## src/sv/kdk_ram.sv

```systemverilog
module kdk_ram #(
   parameter int WIDTH = 8,
   parameter int DEPTH = 16
) (
   input  logic clock,
   input  logic wr_en,
   input  logic [$clog2(DEPTH)-1:0] wr_addr,
   input  logic [WIDTH-1:0] wr_data,
   input  logic [$clog2(DEPTH)-1:0] rd_addr,
   output logic [WIDTH-1:0] rd_data
);

   logic [WIDTH-1:0] mem_ff [DEPTH];
   logic [WIDTH-1:0] rd_data_ff;

   always_ff @(posedge clock) begin
      if (wr_en) begin
         mem_ff[wr_addr] <= wr_data;
      end
      rd_data_ff <= mem_ff[rd_addr];
   end

   assign rd_data = rd_data_ff;

endmodule

```

## config.mk

```make
export PLATFORM = sky130hd
export DESIGN_NAME = kdk_ram
export DESIGN_NICKNAME = d
export VERILOG_FILES = /design/src/sv/kdk_ram.sv
export SDC_FILE = /design/constraint.sdc
export NUM_CORES = 1
export LEC_CHECK = 0
export BUFFER_PORTS_ARGS = -buffer_cell sky130_fd_sc_hd__buf_2
export CORE_MARGIN = 2
export CORE_UTILIZATION = 60
export DETAILED_ROUTE_END_ITERATION = 12
export PLACE_DENSITY_LB_ADDON = 0.2
export SLEW_MARGIN = 40
export SYNTH_ARGS = -nofsm -noshare
export SYNTH_HDL_FRONTEND = slang
export SYNTH_SLANG_ARGS = --single-unit
```

## constraint.sdc

```tcl
create_clock -name clock -period 2.2 [get_ports clock]
set_input_delay 0.44 -clock clock [delete_from_list [all_inputs] [get_ports clock]]
set_output_delay 0.44 -clock clock [all_outputs]
set_load 0.01 [all_outputs]
```

==> results.txt <==
Reg2Reg Launch Point: mem_ff[10][7]
FF+latch count, synth: 136
top_reg_cell synth: edfxtp_1
Hold Vio Cnt, Final: 0
Slowest-stage cell, CP: dfxtp_1
CTS buffer count: 17
Fill cells: 494
EDFF count, synth: 128
post-synthesis sequential area ratio: 0.7778
global-route wire length before repair: 15410 microns
CTS Sinks: 136
LEAKAGE: 2.090 nW
Critical Path Fanout Max: 1
Synth Cell Area: 5147 sq um
clock skew: 0.007484 ns
Power, Total: 5.927 mW
# rows: 33
Tot GR Track Use: 0.2309
worst hold endpoint: mem_ff[11][6]
Max VDD drop: 0.5881 mV
Hold Path Depth: 1
async set or reset register ratio after synthesis: 0
area of the core: 8258 sq um
Setup Crit Path Kind: register to output port
Vias: 2436
Post-Route Utilization: 0.7352
max-slew violation count: 0
RSZ-0062 raised after global routing: no
Final #Nets: 301
detailed placement HPWL: 5682 microns
clk_lat worst skew: 0.50 ns
top-count cell post-synth: edfxtp_1
Post-Syn Instances: 229
worst-path cell chain: buf_2
setup_tns: 0 ns
HP Start: wr_data[6]
Setup WS pre-CTS: 0.3150 ns
root buffer cell: clkbuf_8
final cycle utilization of the critical path: 0.6587
final worst slack: 0.7508 ns
n_diodes: 0
Die W: 96.63 microns
top-area cell type share of the netlist area: 0.7467
Relative slew margins: 0.5451
Worst Setup SP: rd_data[6]
CTS tree: built
hold buffers post-CTS: 0
initial antenna violation count: 1
drt pass-1 iters: 4
largest net degree at the start of global routing: 33
Starting DRT DRC Count: 263
wire length per cell: 24.51 microns
Power per Cell Area: 976.3 nW/um^2
CTS max path bufs: 2
port buffer count: 25
I/O pin total: 26
Detail Route Antenna Nets: 0
Slew @ Worst Pin: 0.6799 ns
grt ovf: 0
Initial Utilization: 0.6233
worst reg2reg path endpoint: rd_data[7]
Net Count, Synth: 247
result of the run: completed
Worst Setup End Kind: output port
area growth from synthesis to layout: 17.94%
CP max stage delay: 0.36 ns
top cells by area, synth: edfxtp_1, mux4_2, mux4_1, dfxtp_1, a22oi_1
R2R Setup Slk: 0.75 ns
vias in the first global route: 2623
postcts setup bufs: 0
WP buf/inv: 1
htree depth: 4
leading area contributor after synthesis: edfxtp_1
via/cell ratio: 6.075
Yosys cell types: 19
reg2reg path depth: 3
drt drc: 0
crit path time final: 1.449 ns
Worst Hold Class: input pin to register
Resized cells post-CTS: 0
number of synthesis warnings: 0
Crit path max-delay family: flip-flops
synth cell count leaders: edfxtp_1, mux4_2, a22oi_1
WP data arrival: 1.01 ns
required time of the critical path: 1.76 ns
multi-input logic area: 1057 sq um
GPL Wtd Cong: 0.7449
Clock transition at path regs: 0.06 ns
syn_area_per_cell: 22.48 sq um
Die Ht: 96.63 microns
Finish-stage setup viols: 0
fmax: 690.0 MHz
sequential cell area: 4004 sq um
Setup crit start kind: register
routed wire length: 9830 microns
smallest hold slack: 0.3201 ns
layout cells sized above 1: 0.3176
die area: 9336 sq um
maxcap violations: 0
## power by group
part	internal (mW)	switching [mW]	leakage [nW]
Sequential	2.90	0.0195	1.22
Combinational	0.118	0.152	0.585
Clock	1.72	1.02	0.281
Total	4.73	1.19	2.09
## cell type report
cell class,count,area share
multi-input combinational,83,0.1742
sequential,136,0.6595
clock inverter,13,0.02576
tap,105,0.02164
timing repair buffer,45,0.04946
clock buffer,19,0.06946
## cells in the final DEF (no fill, tap or decap), types with 2 or more instances in the layout
master and count:
nor2_1 13, a22oi_1 16, dfxtp_1 8, buf_12 2
buf_2 25, nor3_1 4, buf_4 18, nand3b_1 2
nand2_1 9, edfxtp_1 128, clkbuf_16 16, mux4_2 18
clkinv_2 5, clkinv_4 3, mux4_1 14, clkinvlp_4 2
nand2b_1 2, bufinv_16 3, clkbuf_1 2
## per-stage QoR
step | instance area (sq um) | std cells
finish | 6071 | 401
detailed placement | 5493 | 369
global placement | 5493 | 369
CTS | 6071 | 401
floorplan | 5147 | 229
global route | 6071 | 401
## logic make-up (layout without fill, tap and decap cells)
group                  count (synthesis)  in the layout  share of synthesized area
DFF                                  136            136                     0.7778
AOI/OAI and AO/OA                     16             16                    0.02334
muxes                                 32             32                     0.1502
and+or+nand+nor                       35             35                    0.03184
buffers and inverters                 10             77                    0.01677
## routing by layer
layer,GRT usage,wire length [microns],vias to the layer above
met1,0.3126,3877,1229
met5,0,0,-
met3,0.07442,833,11
li1,-,-,1083
met4,0.07909,142,0
met2,0.3616,4977,113
## how the worst max path moves through the flow
stage | endpoint | cells past startpoint
final | rd_data[6] | 1
after global routing | rd_data[6] | 1
after CTS | rd_data[6] | 1
after detailed placement | rd_data[0] | 5
after global placement | rd_data[0] | 5
after floorplan | mem_ff[0][0] | 2
## flip-flops by register name, indices dropped and copies added (netlist names)
| register | count |
|---|---|
| mem_ff | 128 |
| rd_data | 8 |
(Power assumes the default switching activity.)
