## src/sv/kdk_pkg.sv

```systemverilog
package kdk_pkg;

   localparam int N_PHOTONS = 1024;
   localparam int K_MAX = 16;
   localparam int COORD_BITS = 16;

   localparam int SLOT_W = $clog2(N_PHOTONS);
   localparam int CNT_W = $clog2(N_PHOTONS + 1);
   localparam int DIST_W = 2 * COORD_BITS + 2;
   localparam int SQ_W = 2 * COORD_BITS;
   localparam int LIM_W = $clog2(K_MAX + 1);
   localparam int HIDX_W = (K_MAX > 1) ? $clog2(K_MAX) : 1;
   localparam int STACK_DEPTH = SLOT_W + 1;
   localparam int SIDX_W = $clog2(STACK_DEPTH);
   localparam int SP_W = $clog2(STACK_DEPTH + 1);
   localparam int CSR_IDX_W = 2;

   localparam logic OP_LOAD = 1'b0;
   localparam logic OP_QUERY = 1'b1;

   localparam logic [1:0] AXIS_LEAF = 2'd0;
   localparam logic [1:0] AXIS_X = 2'd1;
   localparam logic [1:0] AXIS_Y = 2'd2;
   localparam logic [1:0] AXIS_Z = 2'd3;

   localparam logic [CSR_IDX_W-1:0] CSR_MAX_SQ_DIST = 2'd0;
   localparam logic [CSR_IDX_W-1:0] CSR_NEIGHBOR_LIMIT = 2'd1;
   localparam logic [CSR_IDX_W-1:0] CSR_PHOTON_COUNT = 2'd2;

   localparam logic [DIST_W-1:0] MAX_SQ_DIST_RESET = DIST_W'(64'd12884508675);

   typedef struct packed {
      logic signed [COORD_BITS-1:0] pos_x;
      logic signed [COORD_BITS-1:0] pos_y;
      logic signed [COORD_BITS-1:0] pos_z;
      logic signed [COORD_BITS-1:0] dir_x;
      logic signed [COORD_BITS-1:0] dir_y;
      logic signed [COORD_BITS-1:0] dir_z;
      logic [1:0] axis;
   } photon_type;

   localparam int PHOTON_W = $bits(photon_type);

   typedef struct packed {
      logic [CNT_W-1:0] lo;
      logic [CNT_W-1:0] hi;
      logic near_high;
   } frame_type;

   typedef struct packed {
      logic shift;
      logic we;
   } cell_ctl_type;

endpackage

```

## src/sv/kdk_cell.sv

```systemverilog
module kdk_cell (
   input  logic clock,
   input  kdk_pkg::cell_ctl_type ctl,
   input  logic [kdk_pkg::SLOT_W-1:0] nb_slot,
   input  logic [kdk_pkg::DIST_W-1:0] nb_dist,
   input  logic [kdk_pkg::SLOT_W-1:0] wr_slot,
   input  logic [kdk_pkg::DIST_W-1:0] wr_dist,
   output logic [kdk_pkg::SLOT_W-1:0] slot,
   output logic [kdk_pkg::DIST_W-1:0] dist_out
);

   logic [kdk_pkg::SLOT_W-1:0] slot_ff;
   logic [kdk_pkg::DIST_W-1:0] dist_ff;

   always_ff @(posedge clock) begin
      if (ctl.we) begin
         slot_ff <= wr_slot;
         dist_ff <= wr_dist;
      end else if (ctl.shift) begin
         slot_ff <= nb_slot;
         dist_ff <= nb_dist;
      end
   end

   assign slot = slot_ff;
   assign dist_out = dist_ff;

endmodule

```

## config.mk

```make
export PLATFORM = sky130hd
export DESIGN_NAME = kdk_cell
export DESIGN_NICKNAME = d
export VERILOG_FILES = /design/src/sv/kdk_pkg.sv /design/src/sv/kdk_cell.sv
export SDC_FILE = /design/constraint.sdc
export NUM_CORES = 1
export LEC_CHECK = 0
export BUFFER_PORTS_ARGS = -buffer_cell sky130_fd_sc_hd__buf_2
export CORE_MARGIN = 2
export CORE_UTILIZATION = 36
export CTS_CLUSTER_DIAMETER = 150
export CTS_CLUSTER_SIZE = 28
export DETAILED_ROUTE_END_ITERATION = 10
export HOLD_SLACK_MARGIN = 0.15
export PLACE_DENSITY = 0.66
export SLEW_MARGIN = 10
export SYNTH_ARGS = -nofsm -noshare
export SYNTH_HDL_FRONTEND = slang
export SYNTH_SLANG_ARGS = --single-unit
```

## constraint.sdc

```tcl
create_clock -name clock -period 4.4 [get_ports clock]
set_input_delay 0.44 -clock clock [delete_from_list [all_inputs] [get_ports clock]]
set_output_delay 0.44 -clock clock [all_outputs]
set_load 0.01 [all_outputs]
```

==> results of run 1 <==
-- power by group through the flow --
stage          Clock, mW  Combinational [mW]  Sequential [mW]
2_1_floorplan          0              0.0730            0.562
3_3_place_gp           0               0.182            0.534
3_5_place_dp           0               0.184            0.535
4_1_cts            0.234               0.185            0.525
5_1_grt            0.249               0.196            0.528
6_report           0.226               0.181            0.525
-- cells by family (layout without fill, tap and decap cells) --
group	count (synthesis)	after routing	synth area share [%]
buf+inv	5	142	4.43
simple gates	1	1	0.304
mux	44	44	31.1
flops	44	44	64.1
-- registers in the layout, summed over array words and instances (netlist names) --
name      count
dist_out     34
slot         10
-- worst max-delay path by stage --
stage / startpoint / end / slack (ps) / cells past startpoint
after global routing: ctl[0] / dist_out[23] / 2300 / 2
final: ctl[0] / dist_out[2] / 2430 / 2
after CTS: ctl[0] / dist_out[21] / 2390 / 2
after detailed placement: ctl[0] / dist_out[24] / 2060 / 2
after floorplan: ctl[0] / dist_out[0] / 2250 / 3
after global placement: ctl[0] / dist_out[26] / 2120 / 2
-- cell type report --
cell class                 instances  area share, %
clock buffer                       5           2.45
clock inverter                     2          0.267
multi-input combinational         45           23.0
sequential                        44           47.0
tap                               72           3.20
timing repair buffer             135           24.1
-- metrics by stage --
step	utilization, %	instance area [um2]	hold slack (ps)
after floorplan	-	2060	657
after global placement	49.7	2740	741
after detailed placement	49.7	2740	743
after CTS	51.1	2810	443
after global routing	51.1	2810	440
final	51.1	2810	454
-- routing by layer --
layer | up-vias | track usage [%] | routed length [um]
met4 | 0 | 6.72 | 40
met3 | 2 | 2.04 | 360
met1 | 605 | 14.2 | 1650
met2 | 74 | 21.7 | 2080
li1 | 637 | - | -
met5 | - | 0 | 0
-- layout by cell type, fill, tap and decap left out --
cell type / count
buf_2: 134
buf_4: 1
clkbuf_8: 5
clkinv_1: 2
edfxtp_1: 44
mux2_2: 5
mux2_4: 39
or2_2: 1
==> flow_metrics.env, run 1 <==
export IMPL_fin_nets=322
export IMPL_synthTopCellsByCount="44 x edfxtp_1, 39 x mux2_4, 5 x mux2_2"
export IMPL_holdPathEnd="dist_out[24]"
export IMPL_io_pins=135
export IMPL_wl_per_cell_um=13.6
export IMPL_power_mw=0.932
export IMPL_ys_seq_area_share_pct=64.1
export IMPL_hold_viol_final=0
export IMPL_seq_area_um2=1320
export IMPL_synth_ff_type="edfxtp_1"
export IMPL_synthDistinctLibCells=6
export IMPL_hold_depth=2
export IMPL_cap_violations=0
export IMPL_fin_cells=303
export IMPL_num_fill_cells=490
export IMPL_async_flop_share_pct=0
export IMPL_syn_area_um2=2060
export IMPL_die_h_um=79.7
export IMPL_grtUsageTotal_pct=12.3
export IMPL_syn_avg_cell_area_um2=21.9
export IMPL_yosysMostFrequentCell="edfxtp_1"
export IMPL_setup_tns_ps=0
export IMPL_drt_first_pass_iters=4
export IMPL_ir_worst_vdd_uv=111
export IMPL_crit_chain="buf_2, or2_2"
export IMPL_die_w_um=79.7
export IMPL_critPathCaptureType="register"
export IMPL_required_ps=4310
export IMPL_critPathKind="in2reg"
export IMPL_path_clk_slew_ps=70
export IMPL_ys_seq_elements=44
export IMPL_antenna_cells=0
export IMPL_grt_start_max_net_pins=45
export IMPL_cts_sinks=44
export IMPL_port_buffers=134
export IMPL_internal_power_mw=0.722
export IMPL_synth_area_leaders="edfxtp_1 64%, mux2_4 28%, buf_12 3.9%"
export IMPL_yosys_area_top_type_share_pct=64.1
export IMPL_cp_slowest_cell="or2_2"
export IMPL_crit_path_max_fanout=44
export IMPL_combPwrFrac_pct=19.5
export IMPL_yosysWarnings=0
export IMPL_route_detailed_drc=0
export IMPL_tightest_slew_ps=997
export IMPL_synthCells=94
export IMPL_row_count=27
export IMPL_hold_path_startpoint="nb_dist[24]"
export IMPL_p_sw_mw=0.210
export IMPL_critPathBufInv=1
export IMPL_die_area_um2=6350
export IMPL_power_leakage_nw=1.36
export IMPL_drt_iter0_drc=48
export IMPL_cts_resized=0
export IMPL_initial_core_util_pct=37.4
export IMPL_clock_fmax_mhz=509
export IMPL_critical_path_top_delay_family="simple AND/OR/NAND/NOR gates"
export IMPL_grt_overflow_total=0
export IMPL_fin_ws_ps=2430
export IMPL_p_clk_share_pct=24.2
export IMPL_fin_crit_ps=1970
export IMPL_synth_edf_count=44
export IMPL_core_area_um2=5510
export IMPL_p_sw_share_pct=22.5
export IMPL_dp_slack_ps=2060
export IMPL_cp_data_arrival_time_ps=1870
export IMPL_cts_buffers=5
export IMPL_seqPwrFrac_pct=56.3
export IMPL_antenna_left=0
export IMPL_cts_hold_buf=0
export IMPL_setup_violations_final=0
export IMPL_dp_cells=296
export IMPL_post_cts_setup_buffer_count=0
export IMPL_grt_pass1_vias=1277
export IMPL_wirelength_um=4130
export IMPL_vias=1318
export IMPL_relSlewSlack_pct=33.5
export IMPL_htreeDepth=2
export IMPL_gp_congestion=0.735
export IMPL_cts_root_buf="clkbuf_8"
export IMPL_cpPeakStageDelay_ps=890
export IMPL_antenna_found_initial=0
export IMPL_viasPerCell=4.35
export IMPL_cts_tree="done"
export IMPL_clockBufferDepth=2
export IMPL_outcome="completed"
export IMPL_start_kind="primary input"
export IMPL_rsz0062_at_grt="false"
export IMPL_hp_class="in2reg"
export IMPL_syn2layout_area_growth_pct=36.6
export IMPL_synth_top_area_cell="edfxtp_1"
export IMPL_p_per_area_nw_per_um2=331
export IMPL_drive_above_1_share_pct=80.1
export IMPL_slew_violations=0
export IMPL_multi_input_area_um2=648
export IMPL_grt_pass1_wl_um=5890
export IMPL_finalCritPeriodShare_pct=44.7
export IMPL_syn_num_nets=185
No activity file was read; power rests on OpenSTA's default activity.
==> run 2: changes to the inputs <==
==> constraint.sdc (replaced) <==
create_clock -name clock -period 2.05 [get_ports clock]
set_input_delay 0.205 -clock clock [delete_from_list [all_inputs] [get_ports clock]]
set_output_delay 0.205 -clock clock [all_outputs]
set_load 0.01 [all_outputs]
==> run 2 against run 1 <==
Critical path depth up 1. First-iteration DRC count increased by 54%. Final cell count stayed put. Global-route usage rose by 0.24 points. Worst hold slack worse by 240 ps. Highest routed layer unchanged.
==> flow_metrics.env, run 2 (synthesis gave the netlist of run 1 again) <==
export IMPL_die_area_um2=6350
export IMPL_antenna_left=0
export IMPL_cts_root_buf="clkbuf_8"
export IMPL_power_leakage_nw=1.36
export IMPL_final_common_cell="buf_2"
export IMPL_cts_hold_buf=0
export IMPL_clockBufferDepth=2
export IMPL_vias=1319
export IMPL_syn2layout_area_growth_pct=36.6
export IMPL_finalCritPeriodShare_pct=62.7
export IMPL_cap_violations=0
export IMPL_gp_congestion=0.703
export IMPL_critPathCaptureType="register"
export IMPL_final_cell_mix="134 x buf_2, 44 x edfxtp_1, 39 x mux2_4"
export IMPL_die_w_um=79.7
export IMPL_crit_path_max_fanout=44
export IMPL_post_cts_setup_buffer_count=0
export IMPL_grt_pass1_wl_um=6060
export IMPL_wirelength_um=4180
export IMPL_cts_resized=0
export IMPL_met2_length_um=2060
export IMPL_antenna_cells=0
export IMPL_cts_tree="done"
export IMPL_core_area_um2=5510
export IMPL_p_per_area_nw_per_um2=714
export IMPL_clock_fmax_mhz=778
export IMPL_setup_tns_ps=0
export IMPL_die_h_um=79.7
export IMPL_cp_data_arrival_time_ps=1320
export IMPL_row_count=27
export IMPL_setup_violations_final=0
export IMPL_antenna_found_initial=0
export IMPL_hold_viol_final=0
export IMPL_relSlewSlack_pct=30.9
export IMPL_cts_buffers=5
export IMPL_path_clk_slew_ps=80
export IMPL_slew_violations=0
export IMPL_required_ps=2090
export IMPL_fin_crit_ps=1280
export IMPL_start_kind="primary input"
export IMPL_drt_first_pass_iters=2
export IMPL_grtUsageTotal_pct=12.6
export IMPL_largest_reg_flops=34
export IMPL_routed_top_layer="met4"
export IMPL_worstSetupEndpoint="slot[8]"
export IMPL_hp_class="in2reg"
export IMPL_wl_per_cell_um=13.8
export IMPL_viasPerCell=4.35
export IMPL_route_detailed_drc=0
export IMPL_wl_met3_um=325
export IMPL_initial_core_util_pct=37.4
export IMPL_hold_ws_ps=216
export IMPL_outcome="completed"
export IMPL_tightest_slew_ps=1040
export IMPL_cts_sinks=44
export IMPL_grt_start_max_net_pins=45
export IMPL_critPathKind="in2reg"
export IMPL_drt_iter0_drc=74
export IMPL_fin_nets=322
export IMPL_met1_length_um=1710
export IMPL_ir_worst_vdd_uv=368
export IMPL_htreeDepth=2
export IMPL_post_route_util_pct=51.1
export IMPL_port_buffers=134
export IMPL_crit_start="ctl[0]"
export IMPL_io_pins=135
export IMPL_rsz0062_at_grt="false"
export IMPL_drive_above_1_share_pct=80.5
export IMPL_grt_pass1_vias=1281
export IMPL_grt_overflow_total=0
export IMPL_place_hpwl_um=3090
-- run 2: worst max-delay path, cell delays in order --
cell and delay, ps:
buf_2 80, buf_4 600, mux2_2 410
-- run 2: area by class of cell --
type	count	area, um2
repair buffers	135	678
clock inverters	1	5.00
flip-flops and latches	44	1320
well taps	72	90.1
clock buffers	6	72.6
fillers	485	2690
multi-input cells	45	648
-- run 2: through the flow --
step	setup WS, ps	area [um2]	power, mW	cells
global placement	483	2740	1.54	296
floorplan	132	2060	1.36	94
CTS	766	2820	2.04	303
global route	709	2820	2.11	303
finish	765	2820	2.01	303
detailed placement	451	2740	1.54	296
-- run 2: report_power, final --
part	internal (mW)	leakage (nW)	switching, mW
sequential	1.10	0.448	0.0219
clock	0.232	0.0410	0.263
combinational	0.221	0.874	0.169
-- run 2: layer usage --
layer  global-route usage, %  vias up
met5                       0        -
met1                    14.8      601
li1                        -      637
met3                    1.47        7
met4                    6.21        0
met2                    22.5       74
-- run 2: worst min-delay path by stage --
stage | startpoint | end | slack (ps) | depth (start not counted)
after global routing | wr_dist[2] | dist_out[2] | 200 | 2
after floorplan | wr_dist[10] | dist_out[10] | 420 | 1
after global placement | nb_dist[16] | dist_out[16] | 510 | 2
final | nb_dist[14] | dist_out[14] | 220 | 2
after CTS | wr_dist[31] | dist_out[31] | 210 | 2
after detailed placement | wr_dist[31] | dist_out[31] | 510 | 2
